File: src/rtl/srs_pkg.sv
// ----------------------------------------------------------------------------
// srs_pkg: shared types and constants of the subpixel row shifter
// Payload structs, queue command type and register indexes used by the
// front, the queue, the back end and the top level.
// ----------------------------------------------------------------------------
package srs_pkg;

    localparam int MAX_WIDTH_DEF     = 1024;
    localparam int FRACTION_BITS_DEF = 8;
    localparam int QUEUE_DEPTH_DEF   = 4;

    localparam int CFG_IDX_W  = 2;
    localparam int CFG_DATA_W = 11;

    typedef enum logic [CFG_IDX_W-1:0] {
        REG_SHIFT_WHOLE,
        REG_SHIFT_FRACTION,
        REG_SHIFT_LEFT,
        REG_ROW_WIDTH
    } cfg_reg_t;

    typedef struct packed {
        logic [7:0] red_in;
        logic [7:0] green_in;
        logic [7:0] blue_in;
        logic       row_end_in;
        logic       drain;
    } pix_in_t;

    typedef struct packed {
        logic [7:0] red_out;
        logic [7:0] green_out;
        logic [7:0] blue_out;
        logic       row_end_out;
    } pix_out_t;

    typedef struct packed {
        logic [23:0] pix1;
        logic [23:0] pix2;
        logic        mix;
        logic        last;
    } cmd_t;

    typedef struct packed {
        logic row_ready;
        logic pend;
    } front_stat_t;

endpackage

File: src/rtl/srs_back.sv
// ----------------------------------------------------------------------------
// srs_back: blend and output stage of the subpixel row shifter
// Takes commands from the queue, blends the two source pixels per channel
// and holds the result in the output register.
// ----------------------------------------------------------------------------
module srs_back #(
    parameter int FRACTION_BITS = srs_pkg::FRACTION_BITS_DEF
) (
    input  logic                     clk,
    input  logic                     rst_n,
    input  srs_pkg::cmd_t            head,
    input  logic                     q_empty,
    input  logic [FRACTION_BITS-1:0] fraction,
    output logic                     pop,
    output logic                     res_valid,
    input  logic                     res_stall,
    output srs_pkg::pix_out_t        res_data
);

    function automatic logic [7:0] mix_chan(
        input logic [7:0]               a,
        input logic [7:0]               b,
        input logic [FRACTION_BITS-1:0] f
    );
        logic signed [8:0]                d;
        logic signed [FRACTION_BITS:0]    fs;
        logic signed [FRACTION_BITS+9:0]  prod;
        logic signed [FRACTION_BITS+9:0]  acc;
        d    = $signed({1'b0, b}) - $signed({1'b0, a});
        fs   = $signed({1'b0, f});
        prod = d * fs;
        acc  = $signed({2'b00, a, {FRACTION_BITS{1'b0}}}) + prod;
        return acc[FRACTION_BITS+7:FRACTION_BITS];
    endfunction

    logic              valid_reg;
    srs_pkg::pix_out_t data_reg;
    srs_pkg::pix_out_t data_next;

    assign pop = !q_empty && (!valid_reg || !res_stall);

    always_comb
    begin
        if (head.mix)
        begin
            data_next.red_out   = mix_chan(head.pix1[23:16], head.pix2[23:16], fraction);
            data_next.green_out = mix_chan(head.pix1[15:8], head.pix2[15:8], fraction);
            data_next.blue_out  = mix_chan(head.pix1[7:0], head.pix2[7:0], fraction);
        end
        else
        begin
            data_next.red_out   = head.pix1[23:16];
            data_next.green_out = head.pix1[15:8];
            data_next.blue_out  = head.pix1[7:0];
        end
        data_next.row_end_out = head.last;
    end

    always_ff @(posedge clk or negedge rst_n)
    begin
        if (!rst_n)
        begin
            valid_reg <= 1'b0;
        end
        else if (!valid_reg || !res_stall)
        begin
            valid_reg <= !q_empty;
        end
    end

    always_ff @(posedge clk)
    begin
        if (pop)
        begin
            data_reg <= data_next;
        end
    end

    assign res_valid = valid_reg;
    assign res_data  = data_reg;

endmodule

File: config.mk
export PLATFORM = sky130hd
export DESIGN_NAME = srs_back
export DESIGN_NICKNAME = d
export VERILOG_FILES = /design/src/rtl/srs_pkg.sv /design/src/rtl/srs_back.sv
export SDC_FILE = /design/constraint.sdc
export NUM_CORES = 1
export LEC_CHECK = 0
export BUFFER_PORTS_ARGS = -buffer_cell sky130_fd_sc_hd__buf_2
export CAP_MARGIN = 40
export CORE_MARGIN = 5
export CORE_UTILIZATION = 40
export DETAILED_ROUTE_END_ITERATION = 6
export GPL_TIMING_DRIVEN = 0
export PLACE_DENSITY_LB_ADDON = 0.1
export SLEW_MARGIN = 10
export SYNTH_ARGS = -nofsm -noshare
export SYNTH_HDL_FRONTEND = slang
export SYNTH_SLANG_ARGS = --single-unit
File: constraint.sdc
create_clock -name clk -period 2.8 [get_ports clk]
set_input_delay 0.14 -clock clk [delete_from_list [all_inputs] [get_ports clk]]
set_output_delay 0.14 -clock clk [all_outputs]
set_load 0.005 [all_outputs]
Word level (Yosys, flattened, before mapping)
Cells that the tools add are included.
Storage, ports and cells
  register bits after elaboration: 26
  input port bits: 62
  output and inout port bits: 27
  word-level logic and storage cells: 20
Cells by class
  $add $sub $neg: 6
  $mul: 3
  mux-type cells: 1
  reductions and logical operators: 5
Operator list (number)
  16-bit adder: 3
  9-bit by 9-bit multiplier with 16-bit output: 3
  8-bit by 8-bit subtractor with 9-bit output: 3
  24-bit 2-to-1 mux: 1
  1-bit logical NOT: 3
  1-bit logical AND: 1
  1-bit logical OR: 1

Longest topological paths before layout
  depth after elaboration: 4
  depth in mapped cells: 28
  mapped depth without buffers: 28

Worst setup path before layout
No wires, ideal clock.
  path kind: input port to flip-flop
  start point: input head[44] (netlist bit)
  end point: register data_reg (netlist bit res_data[24]), data pin
  setup time: 0.260 ns
  arrival: 6.091 ns
  required time: 2.540 ns
  slack: -3.551 ns
  stages: 20
  path buffers: 0
  path through: inv_1 > ha_1 > nor2b_1 > o21ai_0 > a21oi_1 > o31ai_1 > nand2_1 > fa_1 > inv_1 > fa_1 > fa_1 > fa_1 > fa_1 > ha_1 > a2111oi_0 > a221oi_2 > a221oi_2 > xnor2_1 > xnor2_1 > mux2_4
RTL lines
  start: declaration: RTL line srs_back.sv:11  | input srs_pkg::cmd_t head,
  end signal: assignment: RTL line srs_back.sv:75  | data_reg <= data_next;
  end: declaration: RTL line srs_back.sv:37  | srs_pkg::pix_out_t data_reg;

==> flow_summary.yaml <==
outcome:
  status: "finished, violations left"
  violations: "setup timing"
sta:
  fin_crit_sh_pct: 217
  finalWorstSetupSlack_ns: -3.26
  tns_ns: -66.93
  rsz0062_at_grt: "yes"
  fin_skew_ns: 0.00237
  worst_pin_slew_ns: 0.882
  report.final.slew_viol_count: 0
  fmax_mhz: 165
  relSlewSlack_pct: 40.8
  finalHoldViolCount: 0
  fin_crit_ns: 6.06
  setup_viol: 24
setup_path:
  worst-path-max-fanout: 4
  cp.arrival_ns: 6.12
  path_class: "input pin to flip-flop"
  cp-end-kind: "flip-flop"
  worstPathRequired_ns: 2.85
  startpoint_type: "input pin"
cts:
  root_buffer: "clkbuf_16"
  clock-sinks: 26
  cts.reportedPaths.clkPinSlew_ns: 0.09
  cts_buffers: 3
  cts_max_path_buffers: 2
  htree_levels: 1
  worstSkewPairLatency_ns: 0.29
  cts_tree: "yes"
die:
  fp.dieW_um: 167
  fp-row-count: 57
  start_util_pct: 40.5
  core_area_um2: 24300
  dieArea_um2: 27900
  die_h_um: 167
  io_pins: 89
cells_and_area:
  diodes: 0
  nFillCells: 2266
  nNetsFinal: 1613
  drive_above_1_share_pct: 26.4
  area_growth_pct: 28.3
global_routing:
  grt_pass1_wl_um: 42500
  antenna_found_initial: 0
  grt_pass1_vias: 8246
  grt_overflow_total: 0
  grt_usage_pct: 19.0
  grt_max_degree: 18
placement:
  port_buffers: 84
  dpl.hpwl_um: 20800
  gp_congestion: 0.815
  preCtsSetupSlack_ns: -4.02
route:
  finalWirelength_um: 26000
  dr.first_iter.drc_count: 226
  drtAntennaViolNets: 0
  drc: 0
  first_pass_iters: 4
  wl_per_cell_um: 16.5
  dr_total_vias: 7607
  avgViaCountPerCell: 4.84
synthesis:
  yosys_warnings: 0
  netlist_area_um2: 9850
  ys_seq_elements: 26
  avgSynthCellArea_um2: 9.08
  synthesis.instances: 1085
  synth_edf_count: 25
  synth_top_flop_cell: "edfxtp_1"
  synth_cell_types: 51
  async_reset_ff_share_pct: 3.85
  synth_fp_nets: 1450
  ys_seq_area_share_pct: 7.87
run:
  maxCapViolCount: 0
min_path:
  hold_class: "input pin to flip-flop"
[area by class of cell]
cell class                      count  area (um2)  share of cell area, %
Clock buffer                        4        88.8                  0.703
Tap cell                          324         405                   3.21
Sequential cell                    26         776                   6.14
Multi-Input combinational cell    784        9070                   71.7
Timing Repair Buffer              158        1210                   9.55
Inverter                          249         977                   7.73
Buffer                             26         121                  0.960
[cell usage in the layout, fill, tap and decap left out, types with 15 or more instances in the layout]
cell      netlist  final
nand2_1       112     93
edfxtp_1       25     25
and2_1         64     61
nor2b_1        26     22
fa_1          179    166
a21o_1         20     20
buf_6           0     25
inv_1         249    233
buf_2           1     75
nand2_2         0     16
ha_4            0     24
clkbuf_1       24     21
buf_4           0     47
xor2_1         24     18
nor2_1         27     20
nand2b_1       16     15
ha_1          124     97
xnor2_1        44     40
[logic make-up after synthesis]
family,after synthesis,synth area share (%)
flops,26,7.87
simple gates,304,15.7
buf+inv,275,10.5
xor+xnor,68,6.05
mux,10,1.10
compound gates,99,6.62
fa+ha+maj,303,52.1
[critical path, cell delays in order]
cell	delay (ns)
buf_8	0.10
inv_4	0.05
ha_4	0.18
nor2b_4	0.12
o21ai_2	0.18
a21boi_2	0.09
o21ai_2	0.19
a21oi_2	0.10
or3_1	0.36
clkbuf_8	0.16
buf_6	0.12
and3_4	0.17
fa_1	0.54
fa_1	0.45
fa_1	0.51
fa_1	0.53
inv_2	0.04
fa_1	0.51
inv_2	0.05
ha_4	0.16
a2111oi_4	0.36
a221oi_4	0.15
a221oi_4	0.32
xnor2_1	0.17
xnor2_1	0.09
mux2_4	0.25
[routing by layer]
layer	routed length, um	vias to the layer above	global-route usage (%)
met1	11500	3810	26.0
met3	917	19	1.28
met2	13200	119	33.5
met4	381	0	3.42
li1	-	3659	-
met5	0	-	0
[through the flow]
step                      instances  util, %  hold slack (ns)  area (um2)
after floorplan                1085        -           -0.156       10300
after global placement         1493     45.8          -0.0852       11100
after detailed placement       1498     46.2          -0.0776       11200
after CTS                      1548     49.9           0.0106       12100
after global routing           1571     52.0           0.0157       12600
final                          1571     52.0           0.0216       12600
[synth_stat cells (24+ instances only)]
library cell | number | area (um2)
inv_1 | 249 | 935
fa_1 | 179 | 3580
ha_1 | 124 | 1550
nand2_1 | 112 | 420
and2_1 | 64 | 400
xnor2_1 | 44 | 385
nor2_1 | 27 | 101
nor2b_1 | 26 | 163
edfxtp_1 | 25 | 751
clkbuf_1 | 24 | 90.1
xor2_1 | 24 | 210
[final timing paths]
| check | slack [ns] | depth (start not counted) | from | end |
|---|---|---|---|---|
| max | -3.26 | 26 | head[43] | res_data[24] |
| min | 0.02 | 1 | head[0] | res_data[0] |
| max reg2reg | 1.37 | 2 | res_valid | res_data[9] |
| min reg2reg | 0.59 | 2 | res_valid | res_valid |
| max in group asynchronous | 2.57 | 2 | rst_n | res_valid |
| min in group asynchronous | 0.15 | 2 | rst_n | res_valid |
[registers in the layout, summed over array words and instances (netlist names)]
name       count
res_data      25
res_valid      1
[repair_timing]
action                                  CTS  global route
hold buffers                              1             0
resized for setup                        97            78
setup buffers                            46            26
hold endpoints to repair                  1             0
endpoints found under the setup margin   24            24
pin swaps                                68            92
Power is not shown: default switching activity piles up to over one toggle a cycle in this logic, so the estimate is an artifact.
