<file path="config.mk">
export PLATFORM = sky130hd
export DESIGN_NAME = srs_fifo
export DESIGN_NICKNAME = d
export VERILOG_FILES = /design/src/rtl/srs_pkg.sv /design/src/rtl/srs_fifo.sv
export SDC_FILE = /design/constraint.sdc
export NUM_CORES = 1
export LEC_CHECK = 0
export BUFFER_PORTS_ARGS = -buffer_cell sky130_fd_sc_hd__buf_2
export CAP_MARGIN = 20
export CORE_UTILIZATION = 35
export DETAILED_ROUTE_END_ITERATION = 12
export PLACE_DENSITY = 0.66
export SLEW_MARGIN = 20
export SYNTH_ARGS = -nofsm -noshare
export SYNTH_HDL_FRONTEND = slang
export SYNTH_SLANG_ARGS = --single-unit
</file>
<file path="constraint.sdc">
create_clock -name clk -period 2.1 [get_ports clk]
set_input_delay 0.21 -clock clk [delete_from_list [all_inputs] [get_ports clk]]
set_output_delay 0.21 -clock clk [all_outputs]
set_load 0.03 [all_outputs]
</file>
<file path="src/rtl/srs_pkg.sv">
// ----------------------------------------------------------------------------
// srs_pkg: shared types and constants of the subpixel row shifter
// Payload structs, queue command type and register indexes used by the
// front, the queue, the back end and the top level.
// ----------------------------------------------------------------------------
package srs_pkg;

    localparam int MAX_WIDTH_DEF     = 1024;
    localparam int FRACTION_BITS_DEF = 8;
    localparam int QUEUE_DEPTH_DEF   = 4;

    localparam int CFG_IDX_W  = 2;
    localparam int CFG_DATA_W = 11;

    typedef enum logic [CFG_IDX_W-1:0] {
        REG_SHIFT_WHOLE,
        REG_SHIFT_FRACTION,
        REG_SHIFT_LEFT,
        REG_ROW_WIDTH
    } cfg_reg_t;

    typedef struct packed {
        logic [7:0] red_in;
        logic [7:0] green_in;
        logic [7:0] blue_in;
        logic       row_end_in;
        logic       drain;
    } pix_in_t;

    typedef struct packed {
        logic [7:0] red_out;
        logic [7:0] green_out;
        logic [7:0] blue_out;
        logic       row_end_out;
    } pix_out_t;

    typedef struct packed {
        logic [23:0] pix1;
        logic [23:0] pix2;
        logic        mix;
        logic        last;
    } cmd_t;

    typedef struct packed {
        logic row_ready;
        logic pend;
    } front_stat_t;

endpackage

</file>
<file path="src/rtl/srs_fifo.sv">
// ----------------------------------------------------------------------------
// srs_fifo: command queue of the subpixel row shifter
// Short first-in first-out queue that decouples the front from the back end.
// ----------------------------------------------------------------------------
module srs_fifo #(
    parameter int QUEUE_DEPTH = srs_pkg::QUEUE_DEPTH_DEF
) (
    input  logic                             clk,
    input  logic                             rst_n,
    input  logic                             push,
    input  srs_pkg::cmd_t                    push_data,
    input  logic                             pop,
    output srs_pkg::cmd_t                    head,
    output logic [$clog2(QUEUE_DEPTH+1)-1:0] count
);

    localparam int PW  = $clog2(QUEUE_DEPTH);
    localparam int QCW = $clog2(QUEUE_DEPTH + 1);

    srs_pkg::cmd_t entries [0:QUEUE_DEPTH-1];

    logic [PW-1:0]  wptr_reg, wptr_next;
    logic [PW-1:0]  rptr_reg, rptr_next;
    logic [QCW-1:0] count_reg, count_next;

    always_comb
    begin
        wptr_next  = wptr_reg;
        rptr_next  = rptr_reg;
        count_next = count_reg;
        if (push)
        begin
            wptr_next = (wptr_reg == PW'(QUEUE_DEPTH - 1)) ? '0 : wptr_reg + PW'(1);
        end
        if (pop)
        begin
            rptr_next = (rptr_reg == PW'(QUEUE_DEPTH - 1)) ? '0 : rptr_reg + PW'(1);
        end
        if (push && !pop)
        begin
            count_next = count_reg + QCW'(1);
        end
        else if (pop && !push)
        begin
            count_next = count_reg - QCW'(1);
        end
    end

    always_ff @(posedge clk or negedge rst_n)
    begin
        if (!rst_n)
        begin
            wptr_reg  <= '0;
            rptr_reg  <= '0;
            count_reg <= '0;
        end
        else
        begin
            wptr_reg  <= wptr_next;
            rptr_reg  <= rptr_next;
            count_reg <= count_next;
        end
    end

    always_ff @(posedge clk)
    begin
        if (push)
        begin
            entries[wptr_reg] <= push_data;
        end
    end

    assign head  = entries[rptr_reg];
    assign count = count_reg;

endmodule

</file>
Yosys cells after proc, flatten, opt, wreduce, memory -nomap -nowiden. Memory sizes are Yosys's and may differ from the RTL's. Cells that the tools add are included.

Register bits: 7. RAM bits: 200. Input port bits: 54. Output and inout bits: 53. Word-level logic and storage cells: 21. Memories kept: 1.

Add/sub/neg operators: 4. Equal/unequal tests: 2. Mux-type cells: 6. Reductions and logical operators: 5.

Memory list: entries (depth 4, width 50, rd ports 1, clocked after Yosys merged registers in 0, write ports 1, line srs_fifo.sv:20) `srs_pkg::cmd_t entries [0:QUEUE_DEPTH-1];`.

Operators by type and width (count): two-way mux 3 bit (2); adder 2 x 1 -> 2 bit, second input constant (2); equality test 2 bit, second input constant (2); two-way mux 2 bit (2); adder 3 x 1 -> 3 bit, second input constant (1); subtractor 3 x 1 -> 3 bit, second input constant (1); logical AND 1 bit (2); zero test 1 bit (2); two-way mux 1 bit (2); nonzero test 2 bit (1).

Logic depth before layout (Yosys ltp).
Depth in word-level cells: 4. Mapped depth: 7. Mapped depth without buffers: 7.

Least setup slack after synthesis. Ideal clock, no wire load.

Path type: flip-flop to flip-flop. From: reg wptr_reg[0]. To: mem entries[0][0] in the netlist's numbering, enable pin. Library setup time: 413 ps. Data arrival time: 1816 ps. Required time: 1687 ps. Slack: -129 ps. Cell stages (with the launch flop): 4. Path buffers: 0. Clock period less this slack: 2229 ps. Path through: dfrtp_1 -> inv_1 -> ha_1 -> and2_1.

RTL lines: from (decl) (line srs_fifo.sv:22) `logic [PW-1:0] wptr_reg, wptr_next;`; from (signal assigned) (line srs_fifo.sv:59) `wptr_reg <= wptr_next;`; to (decl) (line srs_fifo.sv:20).

Straight into the memory's write port.

==> qor.txt <==
FINISH
------------------------------------------------------------------------------------------
Largest register FFs ........................................................          200
Share of post-route cells with drive strength above 1 .......................        42.5%
Synthesis-to-layout area growth .............................................        32.7%
Final nets ..................................................................          545
Antenna Diode Count .........................................................            0

SYNTH
------------------------------------------------------------------------------------------
Most common cell in the netlist .............................................     edfxtp_1
Post-synthesis cell type with the largest combined area .....................     edfxtp_1
Post-synth top area share ...................................................        78.2%
Share of synthesized cell area in full adder, half adder and majority cells .        1.24%
FF+latch count, synth .......................................................          207
Distinct cell type count of the synthesized netlist .........................           18
Combinational family with the most area after synthesis ..................... multiplexers
Post-synthesis instance total ...............................................          297
Yosys synthesis warning count ...............................................            0
XOR/XNOR share of the synthesized area ......................................       0.342%
Cells taking the most area after synthesis .................................. edfxtp_1, mux4_2, dfrtp_1
Synth Cell Area .............................................................     7680 um2
Post-Synth Simple-Gate Area .................................................       0.570%
Number of enable flip-flop cells after synthesis ............................          200
Top post-synthesis cells by count ........................................... edfxtp_1, mux4_2, dfrtp_1
Proportion of synthesized flip-flops having asynchronous set or reset .......        3.38%
Synthesized net count .......................................................          358
Seq/Total Area, Yosys .......................................................        80.5%
Most frequently used flop master after synthesis ............................     edfxtp_1
Compound-gate portion of the synthesized area ...............................       0.130%
Proportion of synthesized area in mux cells .................................        15.2%
Avg Cell Area, Syn ..........................................................     25.9 um2

CRITICAL PATH
------------------------------------------------------------------------------------------
Required time at the worst-slack endpoint ...................................      1890 ps
Largest incremental delay on the critical path ..............................       550 ps
Worst path buffer plus inverter count .......................................            2
Critical path's top delay family ............................................ multiplexers
Type of element launching the critical path .................................     register
Worst-path maximum fanout ...................................................           17
Worst setup path category ...................................................   reg -> out
Kind of end point of the critical path ......................................   output pin
Critical-path cell list ..................................................... buf_12 -> mux4_2 -> buf_6
Crit-path slowest cell ......................................................       mux4_2
Data arrival at the endpoint of the critical path ...........................      1920 ps

FLOORPLANNING
------------------------------------------------------------------------------------------
DIE HEIGHT ..................................................................       150 um
Core Footprint ..............................................................    21300 um2
Top-level port count ........................................................          107
Die Outline Area ............................................................    22500 um2
Die span in x ...............................................................       150 um
Initial Util ................................................................        36.1%
Site Rows ...................................................................           53

STA
------------------------------------------------------------------------------------------
Final TNS setup .............................................................      -282 ps
Period Utilization, post-route ..............................................         101%
Transition time at the pin with the least slew margin .......................       492 ps
Clock skew after layout .....................................................      15.3 ps
Maximum clock frequency .....................................................      470 MHz
Final-report hold violation count ...........................................            0
Final period demand of the worst path .......................................      2130 ps
Slew HR .....................................................................        67.2%
Total setup violations reported at the end of the flow ......................           23
RSZ-0062 raised after global routing ........................................          yes
Max-slew violation total from the final report ..............................            0
Worst setup slack after layout ..............................................     -29.2 ps

CLOCKING
------------------------------------------------------------------------------------------
Number of clock sinks .......................................................          207
Clock latency on the worst-skew pair ........................................       510 ps
Clock tree from TritonCTS ...................................................          yes
CTS H-tree lvls .............................................................            1
Max clock buf depth .........................................................            3
Clock Tree Root .............................................................    clkbuf_16
Inserted Clock Buffers ......................................................           22
CTS clk-pin slew, worst paths ...............................................        60 ps

GRT
------------------------------------------------------------------------------------------
Largest net degree at the start of global routing ...........................           25
Wire length of the first global-routing pass ................................     23000 um
Initial antenna violation count .............................................            0
Total GRT Usage .............................................................        13.8%
Vias in the first global route ..............................................         4096
Grt ovf .....................................................................            0

POWER
------------------------------------------------------------------------------------------
Logic pwr share .............................................................        37.4%
Share of total power consumed by net switching ..............................        31.9%
Maximum VDD drop ............................................................     0.816 mV
Clock share of power ........................................................        25.4%
Static leakage ..............................................................      3.55 nW
Internal portion of total power .............................................      10.1 mW
Design Power ................................................................      14.9 mW
Share of total power in sequential cells ....................................        37.2%
Net switching power .........................................................      4.75 mW
Power per unit of standard cell area ........................................  1460 nW/um2

ROUTE
------------------------------------------------------------------------------------------
First-iteration detailed-routing DRC count ..................................          212
Detailed route wirelength on metal3 .........................................       717 um
First-pass iteration count of the detailed router ...........................            4
Drc violations ..............................................................            0
Met1 wire length ............................................................      6130 um
Detailed-route wire length ..................................................     14900 um
WL/cell .....................................................................      19.3 um
Top routing layer in use ....................................................         met4
Met2 wire length ............................................................      7780 um
Residual antenna-violating net count after detailed routing .................            0
Ratio of routed vias to standard cells ......................................         4.75
DR vias .....................................................................         3673

WORST HOLD PATH
------------------------------------------------------------------------------------------
HP Class ....................................................................    in -> reg

OUTCOME
------------------------------------------------------------------------------------------
Run status .................................................................. finished with violations
Violated checks ............................................................. negative setup slack

PLACED DESIGN
------------------------------------------------------------------------------------------
RD Place Congestion .........................................................        0.683
Half-perimeter wire length of the detailed placement result .................      9100 um
Count of buffers inserted at the top-level ports ............................          106

JOB
------------------------------------------------------------------------------------------
Reported max-cap violation count ............................................            0

per-stage QoR:
stage               cell area (um2)  std cells  worst slack, ps  util (%)  hold slack [ps]
floorplan                      7680        297              408         -            -85.6
global placement               8680        680              367      40.8             69.6
detailed placement             8680        680              361      40.8             70.2
CTS                           10200        774            -85.5      47.9             5.65
global route                  10200        774            -96.0      47.9             23.5
finish                        10200        774            -29.2      47.9             19.5
per-layer routing:
metal | up-vias | track usage [%]
met3 | 29 | 2.97
met5 | - | 0
met4 | 0 | 4.09
li1 | 1634 | -
met1 | 1923 | 17.1
met2 | 87 | 24.2
what timing repair did:
item,CTS,global route
endpoints found under the hold margin,207,0
pin swaps,0,0
setup endpoints to repair,50,49
setup buffers,4,0
hold buffers,51,0
gates resized for setup,86,1
power groups by stage:
stage / sequential (mW) / combinational (mW) / clock, mW
4_1_cts: 5.55 / 5.68 / 3.90
5_1_grt: 5.60 / 5.90 / 4.07
6_report: 5.54 / 5.56 / 3.79
3_3_place_gp: 5.62 / 4.71 / 0
3_5_place_dp: 5.67 / 4.76 / 0
2_1_floorplan: 5.57 / 3.46 / 0
kinds of logic (layout without fill, tap and decap cells):
kind of cell | Yosys count | after routing
and+or+nand+nor | 9 | 9
AOI/OAI and AO/OA | 2 | 2
adders and majority gates | 7 | 7
xor gates and xnor gates | 3 | 3
muxes | 53 | 53
DFF | 207 | 207
buffers and inverters | 16 | 218
final timing paths:
| check | start | endpoint | slack (ps) | cells after the start |
|---|---|---|---|---|
| max in group asynchronous | rst_n | rptr_reg[0]$_DFFE_PN0P_ | 1820 | 2 |
| worst max-delay path | rptr_reg[0]$_DFFE_PN0P_ | head[3] | -30 | 3 |
| worst min register to register | count[2]$_DFFE_PN0P_ | count[2]$_DFFE_PN0P_ | 480 | 1 |
| min in group asynchronous | rst_n | rptr_reg[1]$_DFFE_PN0P_ | 80 | 2 |
| worst min-delay path | push | wptr_reg[1]$_DFFE_PN0P_ | 20 | 2 |
| worst max register to register | wptr_reg[0]$_DFFE_PN0P_ | entries[2][38]$_DFFE_PP_ | 390 | 4 |
area by class of cell:
| type | count | area [um2] |
|---|---|---|
| clock buffers | 24 | 558 |
| inverters | 4 | 15.0 |
| flip-flops and latches | 207 | 6190 |
| repair buffers | 175 | 1590 |
| fillers | 1755 | 11100 |
| well taps | 275 | 344 |
| clock inverters | 15 | 156 |
| multi-input cells | 74 | 1340 |
cell usage in the layout, fill, tap and decap left out:
master / n
edfxtp_1: 200
buf_2: 65
dlygate4sd3_1: 51
mux4_2: 50
buf_6: 43
clkbuf_16: 22
buf_12: 12
clkinv_1: 8
ha_1: 6
dfrtp_1: 5
inv_1: 4
and2_2: 4
buf_4: 4
mux2_2: 3
nor2_1: 3
bufinv_16: 3
nand2_1: 2
o21ai_0: 2
xor2_1: 2
clkbuf_1: 2
clkinvlp_4: 2
dfrtp_4: 2
xnor2_1: 1
fa_1: 1
clkinv_8: 1
clkinv_2: 1
Note: power is estimated with default switching activity, not from simulation.
